[src/rtl/core/ctpc_pkg.sv]
`timescale 1ns / 1ps
// ----------------------------------------------------------------------------
// ctpc_pkg
// shared types, event codes and limits of the cook timer power controller
// ----------------------------------------------------------------------------
package ctpc_pkg;

  // event codes carried in the input tuser
  localparam logic [3:0] FUNC_TICK      = 4'd0;
  localparam logic [3:0] FUNC_POWER     = 4'd1;
  localparam logic [3:0] FUNC_START     = 4'd2;
  localparam logic [3:0] FUNC_MINUS1    = 4'd3;
  localparam logic [3:0] FUNC_PLUS1     = 4'd4;
  localparam logic [3:0] FUNC_MINUS10   = 4'd5;
  localparam logic [3:0] FUNC_PLUS10    = 4'd6;
  localparam logic [3:0] FUNC_ROT_RIGHT = 4'd7;
  localparam logic [3:0] FUNC_ROT_LEFT  = 4'd8;

  // configuration register indexes
  localparam logic [1:0] CFG_MIN_DUTY   = 2'd0;
  localparam logic [1:0] CFG_STEP_DUTY  = 2'd1;
  localparam logic [1:0] CFG_LIGHT_THR  = 2'd2;

  localparam logic [15:0] MAX_SECONDS   = 16'd5999;
  localparam logic [11:0] DUTY_CAP      = 12'd4095;
  localparam logic [15:0] TIME_RESET    = 16'd10;
  localparam logic [9:0]  MIN_DUTY_RST  = 10'd300;
  localparam logic [7:0]  STEP_DUTY_RST = 8'd100;
  localparam logic [15:0] LIGHT_THR_RST = 16'd30;
  localparam logic [3:0]  DIGIT_MAX     = 4'd9;

  typedef struct packed {
    logic [15:0] time_count;
    logic [2:0]  power_level;
    logic        running;
    logic [3:0]  digit;
  } ctpc_state_t;

  typedef struct packed {
    logic [9:0]  min_duty;
    logic [7:0]  step_duty;
    logic [15:0] light_thr;
  } ctpc_cfg_t;

  typedef struct packed {
    logic        alarm;
    logic [3:0]  dial_digit;
    logic [15:0] seconds_left;
    logic        is_running;
    logic [7:0]  level_leds;
    logic [11:0] motor_duty;
  } ctpc_result_t;

endpackage

[src/rtl/core/cook_timer_power_controller.sv]
`timescale 1ns / 1ps
// ----------------------------------------------------------------------------
// cook_timer_power_controller
// heater timer: countdown, power level, run control and rotary digit
// ----------------------------------------------------------------------------
// usage
//   input stream: one beat per debounced event; in_tuser carries the event
//   code, in_tdata the light level (only looked at by the one-second tick)
//   output stream: one beat per event showing duty, level bar, run flag,
//   seconds left, dial digit and the alarm pulse after that event
//   config port: cfg_we writes register cfg_index (0 min duty, 1 step duty,
//   2 light threshold); write only while no event is in flight
//   path: an accepted beat waits in the input register, then moves to the
//   result register (two register stages) and is offered on out_tvalid
//   throughput: one event per cycle while out_tready stays high; the state
//   update (single add or compare, 3x8 duty multiply) lies between the stages
//   stall: when the receiver holds out_tready low the result register keeps
//   its beat, the input register fills, then in_tready drops; no beat lost
//   reset: rst_n low clears both stages and loads time 10 s, level 0, idle,
//   digit 0 and the default config (300, 100, 30)
// ----------------------------------------------------------------------------
module cook_timer_power_controller
  import ctpc_pkg::*;
(
  input  logic        clk,
  input  logic        rst_n,
  // input beat
  input  logic        in_tvalid,
  output logic        in_tready,
  input  logic [15:0] in_tdata,   // [15:0] light_level
  input  logic [3:0]  in_tuser,   // [3:0] func
  // result beat
  output logic        out_tvalid,
  input  logic        out_tready,
  // [11:0] motor_duty, [19:12] level_leds, [20] is_running,
  // [36:21] seconds_left, [40:37] dial_digit, [41] alarm, [47:42] zero
  output logic [47:0] out_tdata,
  // configuration
  input  logic        cfg_we,
  input  logic [1:0]  cfg_index,
  input  logic [15:0] cfg_data
);

  // input register
  logic         in_valid_r;
  logic [3:0]   func_r;
  logic [15:0]  light_r;

  // result register
  logic         out_valid_r;
  ctpc_result_t result_r;

  ctpc_state_t  state_r;
  ctpc_state_t  state_nxt;
  ctpc_cfg_t    cfg_r;
  ctpc_result_t result_nxt;

  logic         advance;
  logic         in_take;

  // an event moves on when the result slot is free or being drained
  assign advance   = in_valid_r && (!out_valid_r || out_tready);
  assign in_tready = !in_valid_r || advance;
  assign in_take   = in_tvalid && in_tready;

  ctpc_event u_event (
    .state       (state_r),
    .cfg         (cfg_r),
    .func        (func_r),
    .light_level (light_r),
    .state_nxt   (state_nxt),
    .result      (result_nxt)
  );

  // input stage
  always_ff @(posedge clk) begin
    if (!rst_n) begin
      in_valid_r <= 1'b0;
    end else if (in_tready) begin
      in_valid_r <= in_tvalid;
    end
  end

  always_ff @(posedge clk) begin
    if (in_take) begin
      func_r  <= in_tuser;
      light_r <= in_tdata;
    end
  end

  // controller state, updated once per event
  always_ff @(posedge clk) begin
    if (!rst_n) begin
      state_r.time_count  <= TIME_RESET;
      state_r.power_level <= 3'd0;
      state_r.running     <= 1'b0;
      state_r.digit       <= 4'd0;
    end else if (advance) begin
      state_r <= state_nxt;
    end
  end

  // result stage
  always_ff @(posedge clk) begin
    if (!rst_n) begin
      out_valid_r <= 1'b0;
    end else if (advance) begin
      out_valid_r <= 1'b1;
    end else if (out_tready) begin
      out_valid_r <= 1'b0;
    end
  end

  always_ff @(posedge clk) begin
    if (advance) begin
      result_r <= result_nxt;
    end
  end

  // configuration registers; indexes past the list are dropped
  always_ff @(posedge clk) begin
    if (!rst_n) begin
      cfg_r.min_duty  <= MIN_DUTY_RST;
      cfg_r.step_duty <= STEP_DUTY_RST;
      cfg_r.light_thr <= LIGHT_THR_RST;
    end else if (cfg_we) begin
      unique case (cfg_index)
        CFG_MIN_DUTY:  cfg_r.min_duty  <= cfg_data[9:0];
        CFG_STEP_DUTY: cfg_r.step_duty <= cfg_data[7:0];
        CFG_LIGHT_THR: cfg_r.light_thr <= cfg_data;
        default: begin
        end
      endcase
    end
  end

  assign out_tvalid = out_valid_r;
  assign out_tdata  = {6'd0, result_r};

  // the alarm only comes with the tick that ends a run
  a_alarm_idle : assert property (@(posedge clk) disable iff (!rst_n)
    out_valid_r && result_r.alarm |-> !result_r.is_running)
    else $error("alarm raised while still running");

  // state moves only when an event passes to the result stage
  a_state_hold : assert property (@(posedge clk) disable iff (!rst_n)
    !advance |=> $stable(state_r))
    else $error("controller state changed without an event");

  // an empty input register always takes a beat
  a_ready_empty : assert property (@(posedge clk) disable iff (!rst_n)
    !in_valid_r |-> in_tready)
    else $error("input stalled with an empty input register");

  // the level bar is always a run of ones from the bottom
  a_leds_bar : assert property (@(posedge clk) disable iff (!rst_n)
    out_valid_r |-> $onehot({1'b0, result_r.level_leds} + 9'd1))
    else $error("level bar is not contiguous");

endmodule

[src/rtl/core/ctpc_event.sv]
`timescale 1ns / 1ps
// ----------------------------------------------------------------------------
// ctpc_event
// next-state and result logic for one event
// ----------------------------------------------------------------------------
module ctpc_event
  import ctpc_pkg::*;
(
  input  ctpc_state_t  state,
  input  ctpc_cfg_t    cfg,
  input  logic [3:0]   func,
  input  logic [15:0]  light_level,
  output ctpc_state_t  state_nxt,
  output ctpc_result_t result
);

  logic [16:0] sum_plus1;
  logic [16:0] sum_plus10;
  logic [10:0] level_duty;
  logic [12:0] duty_sum;
  logic        alarm;

  assign sum_plus1  = {1'b0, state.time_count} + 17'd1;
  assign sum_plus10 = {1'b0, state.time_count} + 17'd10;

  always_comb begin
    state_nxt = state;
    alarm     = 1'b0;
    unique case (func)
      FUNC_TICK: begin
        if (state.running) begin
          if (state.time_count == 16'd0) begin
            state_nxt.running = 1'b0;
            alarm             = light_level > cfg.light_thr;
          end else begin
            state_nxt.time_count = state.time_count - 16'd1;
          end
        end
      end
      FUNC_POWER: begin
        state_nxt.power_level = state.power_level + 3'd1;
      end
      FUNC_START: begin
        if (state.running) begin
          state_nxt.running = 1'b0;
        end else if (state.time_count != 16'd0) begin
          state_nxt.running = 1'b1;
        end
      end
      FUNC_MINUS1: begin
        if (!state.running && state.time_count != 16'd0) begin
          state_nxt.time_count = state.time_count - 16'd1;
        end
      end
      FUNC_PLUS1: begin
        if (!state.running) begin
          state_nxt.time_count = (sum_plus1 > {1'b0, MAX_SECONDS}) ?
                                 MAX_SECONDS : sum_plus1[15:0];
        end
      end
      FUNC_MINUS10: begin
        if (!state.running && state.time_count >= 16'd10) begin
          state_nxt.time_count = state.time_count - 16'd10;
        end
      end
      FUNC_PLUS10: begin
        if (!state.running) begin
          state_nxt.time_count = (sum_plus10 > {1'b0, MAX_SECONDS}) ?
                                 MAX_SECONDS : sum_plus10[15:0];
        end
      end
      FUNC_ROT_RIGHT: begin
        if (!state.running) begin
          state_nxt.digit = (state.digit >= DIGIT_MAX) ? 4'd0 : state.digit + 4'd1;
        end
      end
      FUNC_ROT_LEFT: begin
        if (!state.running) begin
          state_nxt.digit = (state.digit == 4'd0 || state.digit > DIGIT_MAX) ?
                            DIGIT_MAX : state.digit - 4'd1;
        end
      end
      default: begin
        // unused codes leave the state alone
      end
    endcase
  end

  // duty from the updated state
  assign level_duty = state_nxt.running ?
                      11'(state_nxt.power_level * cfg.step_duty) : 11'd0;
  assign duty_sum   = {3'b000, cfg.min_duty} + {2'b00, level_duty};

  always_comb begin
    result.motor_duty   = (duty_sum > {1'b0, DUTY_CAP}) ? DUTY_CAP : duty_sum[11:0];
    result.level_leds   = 8'hFF >> (3'd7 - state_nxt.power_level);
    result.is_running   = state_nxt.running;
    result.seconds_left = state_nxt.time_count;
    result.dial_digit   = state_nxt.digit;
    result.alarm        = alarm;
  end

endmodule

[config.mk]
export PLATFORM = sky130hd
export DESIGN_NAME = cook_timer_power_controller
export DESIGN_NICKNAME = d
export VERILOG_FILES = /design/src/rtl/core/ctpc_pkg.sv /design/src/rtl/core/cook_timer_power_controller.sv /design/src/rtl/core/ctpc_event.sv
export SDC_FILE = /design/constraint.sdc
export NUM_CORES = 1
export LEC_CHECK = 0
export BUFFER_PORTS_ARGS = -buffer_cell sky130_fd_sc_hd__buf_4
export CAP_MARGIN = 25
export CORE_ASPECT_RATIO = 2
export CORE_MARGIN = 1.5
export CORE_UTILIZATION = 50
export CTS_CLUSTER_SIZE = 20
export DETAILED_ROUTE_END_ITERATION = 16
export GPL_TIMING_DRIVEN = 0
export PLACE_DENSITY = 0.76
export REMOVE_ABC_BUFFERS = 1
export SYNTH_ARGS = -nofsm -noshare
export SYNTH_HDL_FRONTEND = slang
export SYNTH_HIERARCHICAL = 1
export SYNTH_SLANG_ARGS = --single-unit
[constraint.sdc]
create_clock -name clk -period 5.1 [get_ports clk]
set_input_delay 1.02 -clock clk [delete_from_list [all_inputs] [get_ports clk]]
set_output_delay 1.02 -clock clk [all_outputs]
set_load 0.02 [all_outputs]
==> impl_metrics.tcl <==
set metrics [dict create \
    status "completed" \
    drc 0 \
    drt_iter0_drc 633 \
    place_ws_ns -0.496 \
    drive_above_1_share_pct 17.1 \
    critical_path_class "reg2reg" \
    clk_pin_slew_worst_paths_ns 0.06 \
    intPower_mw 1.95 \
    clk_latency_ns 0.42 \
    antenna_found_initial 0 \
    gp_congestion 1.03 \
    ioPinCount 93 \
    cpLargestDelayFamily "compound AO/OA/AOI/OAI gates" \
    worst_pin_slew_ns 1.16 \
    io_buffers 86 \
    pwr-share-clk_pct 44.6 \
    ant_nets 0 \
    comb_power_share_pct 14.0 \
    cap_violations 0 \
    grt.overflow.total 0 \
    finalCritPeriodShare_pct 95.3 \
    post_drt_via_cell_ratio 6.37 \
    cpMostUsedCell "a21o_1" \
    coreArea_mm2 0.0172 \
    fp.dieW_um 96.7 \
    ff2ff_path_depth 21 \
    critPathSlowestCell "fa_1" \
    cts-root-buf "clkbuf_16" \
    ff2ff_setup_slack_ns 0.24 \
    whs_endpoint "cfg_r[15]$_SDFFE_PN0P_" \
    dr.pass1.iters 6 \
    grt_max_degree 98 \
    cp.arrival_ns 5.03 \
    worstHoldPathType "reg2reg" \
    yosys_most_used_dff "edfxtp_1" \
    crit_path_start_kind "flip-flop" \
    p_leak_nw 4.01 \
    finalHoldViolations 0 \
    synth_cells 1016 \
    drv_slew 0 \
    cts_tree "yes" \
    cp_data_required_time_ns 5.27 \
    hold_buffers 0 \
    synth-edff-count 62 \
    path_buf_inv 2 \
    regArea_mm2 0.00307 \
    synth_area_mm2 0.00877 \
    finalSetupViolations 0 \
    cts_sinks 122 \
    holdPathStages 2 \
    path_cells "or2_2, nor2_4, nand2_1, xor2_4, inv_4, nand2_1, fa_1, inv_1, ha_1, a21o_1, a21o_1, a21o_1, a21oi_2, xor2_1, nor2_1, ha_2, a21oi_1, o21ai_1, a21o_1, a21oi_1, xor2_1" \
    syn2layout_area_growth_pct 13.9 \
    nNetsFinal 1145 \
    diodes 0 \
    seqPwrFrac_pct 41.5 \
    track_usage_pct 28.5 \
    r2r_end "out_tdata[10]$_DFFE_PP_" \
    slowest_delay_ns 0.61 \
    max_freq_mhz 206 \
    async_flop_share_pct 0 \
    switching_power_uw 737 \
    syn_area_per_cell_um2 8.64 \
    end_kind "flip-flop" \
    multi_input_area_mm2 0.00508 \
    power_density_mw_per_mm2 269 \
    min_from "cfg_r[15]$_SDFFE_PN0P_" \
    synth_warnings 6 \
    crit_fanout 10 \
    cts_max_path_buffers 2 \
    die_h_um 190 \
    setup_ws_ns 0.238 \
    htree_num_levels 4 \
    ys_seq_area_share_pct 34.9 \
    grt_pass1_vias 7655 \
    rows 68 \
    fin_skew_ns 0.0115 \
    routed_wl_mm 26.7 \
    vdd_ir_drop_max_mv 0.254 \
    fin_crit_ns 4.86 \
    die_area_mm2 0.0184 \
    ys_seq_elements 122 \
    tns_ns 0 \
    via_count 8076 \
    cts_buffers 17 \
    ys_types 87 \
    wl_per_cell_um 21.0 \
    relSlewSlack_pct 21.6 \
    nFillCells 1567 \
    p_sw_share_pct 27.4 \
    dp.final_hpwl_mm 19.3 \
    initial_core_util_pct 51.1 \
    rr_startpoint "func_r[3]$_DFFE_PP_" \
    grt_first_pass_wirelength_mm 40.8 \
]
-- cell usage in the layout (no fill, tap or decap), drive strengths merged, types with 9 or more instances in the layout --
cell type,Yosys,layout
xnor2,18,18
buf,58,99
clkbuf,36,22
xor2,10,10
a21o,18,18
a211oi,11,11
o21ai,71,71
mux2i,37,37
nor2b,14,14
nor2,60,60
nor4,16,16
edfxtp,62,62
nand3,42,42
a21oi,53,53
nand4,11,11
inv,51,57
dfxtp,60,60
o31ai,9,9
ha,49,49
nand2,141,141
nor3,27,27
-- power by group through the flow --
stage	registers (mW)	clock network (mW)	logic, mW
finish	1.12	1.20	0.375
global route	1.12	1.26	0.400
CTS	1.12	1.21	0.361
detailed placement	1.14	0	0.351
global placement	1.14	0	0.344
floorplan	1.14	0	0.197
-- Yosys cell counts (8+ instances only) --
master | n | area [µm²]
nand4_1 | 9 | 56.3
and2_1 | 8 | 50.1
nor2_1 | 59 | 221
nand3_1 | 36 | 180
fa_1 | 8 | 160
edfxtp_1 | 62 | 1860
a211oi_1 | 11 | 82.6
xnor2_1 | 18 | 158
ha_1 | 49 | 613
nor3_1 | 27 | 135
a21o_1 | 18 | 135
a21oi_1 | 52 | 260
o31ai_1 | 9 | 67.6
o21ai_0 | 63 | 315
inv_1 | 47 | 176
buf_2 | 16 | 80.1
mux2i_1 | 37 | 370
nor4_1 | 13 | 81.3
nor2b_1 | 14 | 87.6
xor2_1 | 10 | 87.6
clkbuf_1 | 36 | 135
nand2b_1 | 8 | 50.1
nand2_1 | 140 | 526
dfxtp_1 | 60 | 1200
buf_4 | 35 | 263
-- worst max-delay path by stage --
stage / endpoint / startpoint / cells after the start / slack [ns]
floorplan: out_tdata[10]$_DFFE_PP_ / func_r[2]$_DFFE_PP_ / 20 / 0.29
global placement: out_tdata[10]$_DFFE_PP_ / state_r[17]$_SDFFE_PN0P_ / 18 / -0.44
global route: out_tdata[10]$_DFFE_PP_ / state_r[16]$_SDFFE_PN0P_ / 18 / -0.004
finish: out_tdata[10]$_DFFE_PP_ / func_r[3]$_DFFE_PP_ / 21 / 0.24
CTS: out_tdata[10]$_DFFE_PP_ / func_r[0]$_DFFE_PP_ / 21 / 0.02
detailed placement: out_tdata[10]$_DFFE_PP_ / func_r[2]$_DFFE_PP_ / 21 / -0.50
-- tightest hold or removal path, delay by kind of cell (launching register included) --
kind	cells	cell delay (ns)
AOI/OAI and AO/OA	1	0.06
and+or+nand+nor	1	0.05
DFF	1	0.31
-- metal layers --
metal | GRT usage [%] | wire [µm] | up-vias
li1 | - | - | 3709
met1 | 27.5 | 8740 | 3835
met2 | 53.0 | 14300 | 397
met3 | 4.40 | 1440 | 135
met4 | 22.9 | 2230 | 0
met5 | 0 | 0 | -
-- stage by stage --
stage	total power [mW]	cell area (µm²)	util, %	hold WS (ns)	std cells
after global placement	1.48	9160	53.3	0.456	1223
final	2.69	9990	58.1	0.468	1268
after CTS	2.69	9910	57.6	0.472	1262
after global routing	2.78	9990	58.1	0.491	1268
after floorplan	1.34	8260	-	0.442	927
after detailed placement	1.49	9230	53.7	0.461	1227
-- cell type report --
cell class	count	share of cell area, %
Tap cell	210	2.63
Inverter	54	2.08
Clock inverter	10	0.739
Timing Repair Buffer	99	7.76
Sequential cell	122	30.7
Multi-Input combinational cell	751	50.8
Clock buffer	22	5.28
-- sequential cells by signal, indices dropped and copies added (netlist names) --
signal / cells
out_tdata: 42
cfg_r: 34
state_r: 24
light_r: 16
func_r: 4
in_valid_r: 1
out_tvalid: 1
-- logic make-up (layout without fill, tap and decap cells) --
logic type	Yosys count	in the layout	synth area share [%]
compound gates	255	255	19.9
xor+xnor	28	28	2.79
fa+ha+maj	57	57	8.81
buf+inv	148	185	8.44
flops	122	122	34.9
mux	38	38	4.35
other cells	2	7	0.0856
simple gates	366	366	20.7
-- repair_timing --
item	CTS	global route
buffers inserted	3	6
hold endpoints to repair	0	0
gates resized for setup	11	10
setup endpoints to repair	5	4
No activity file was read; power rests on OpenSTA's default activity.
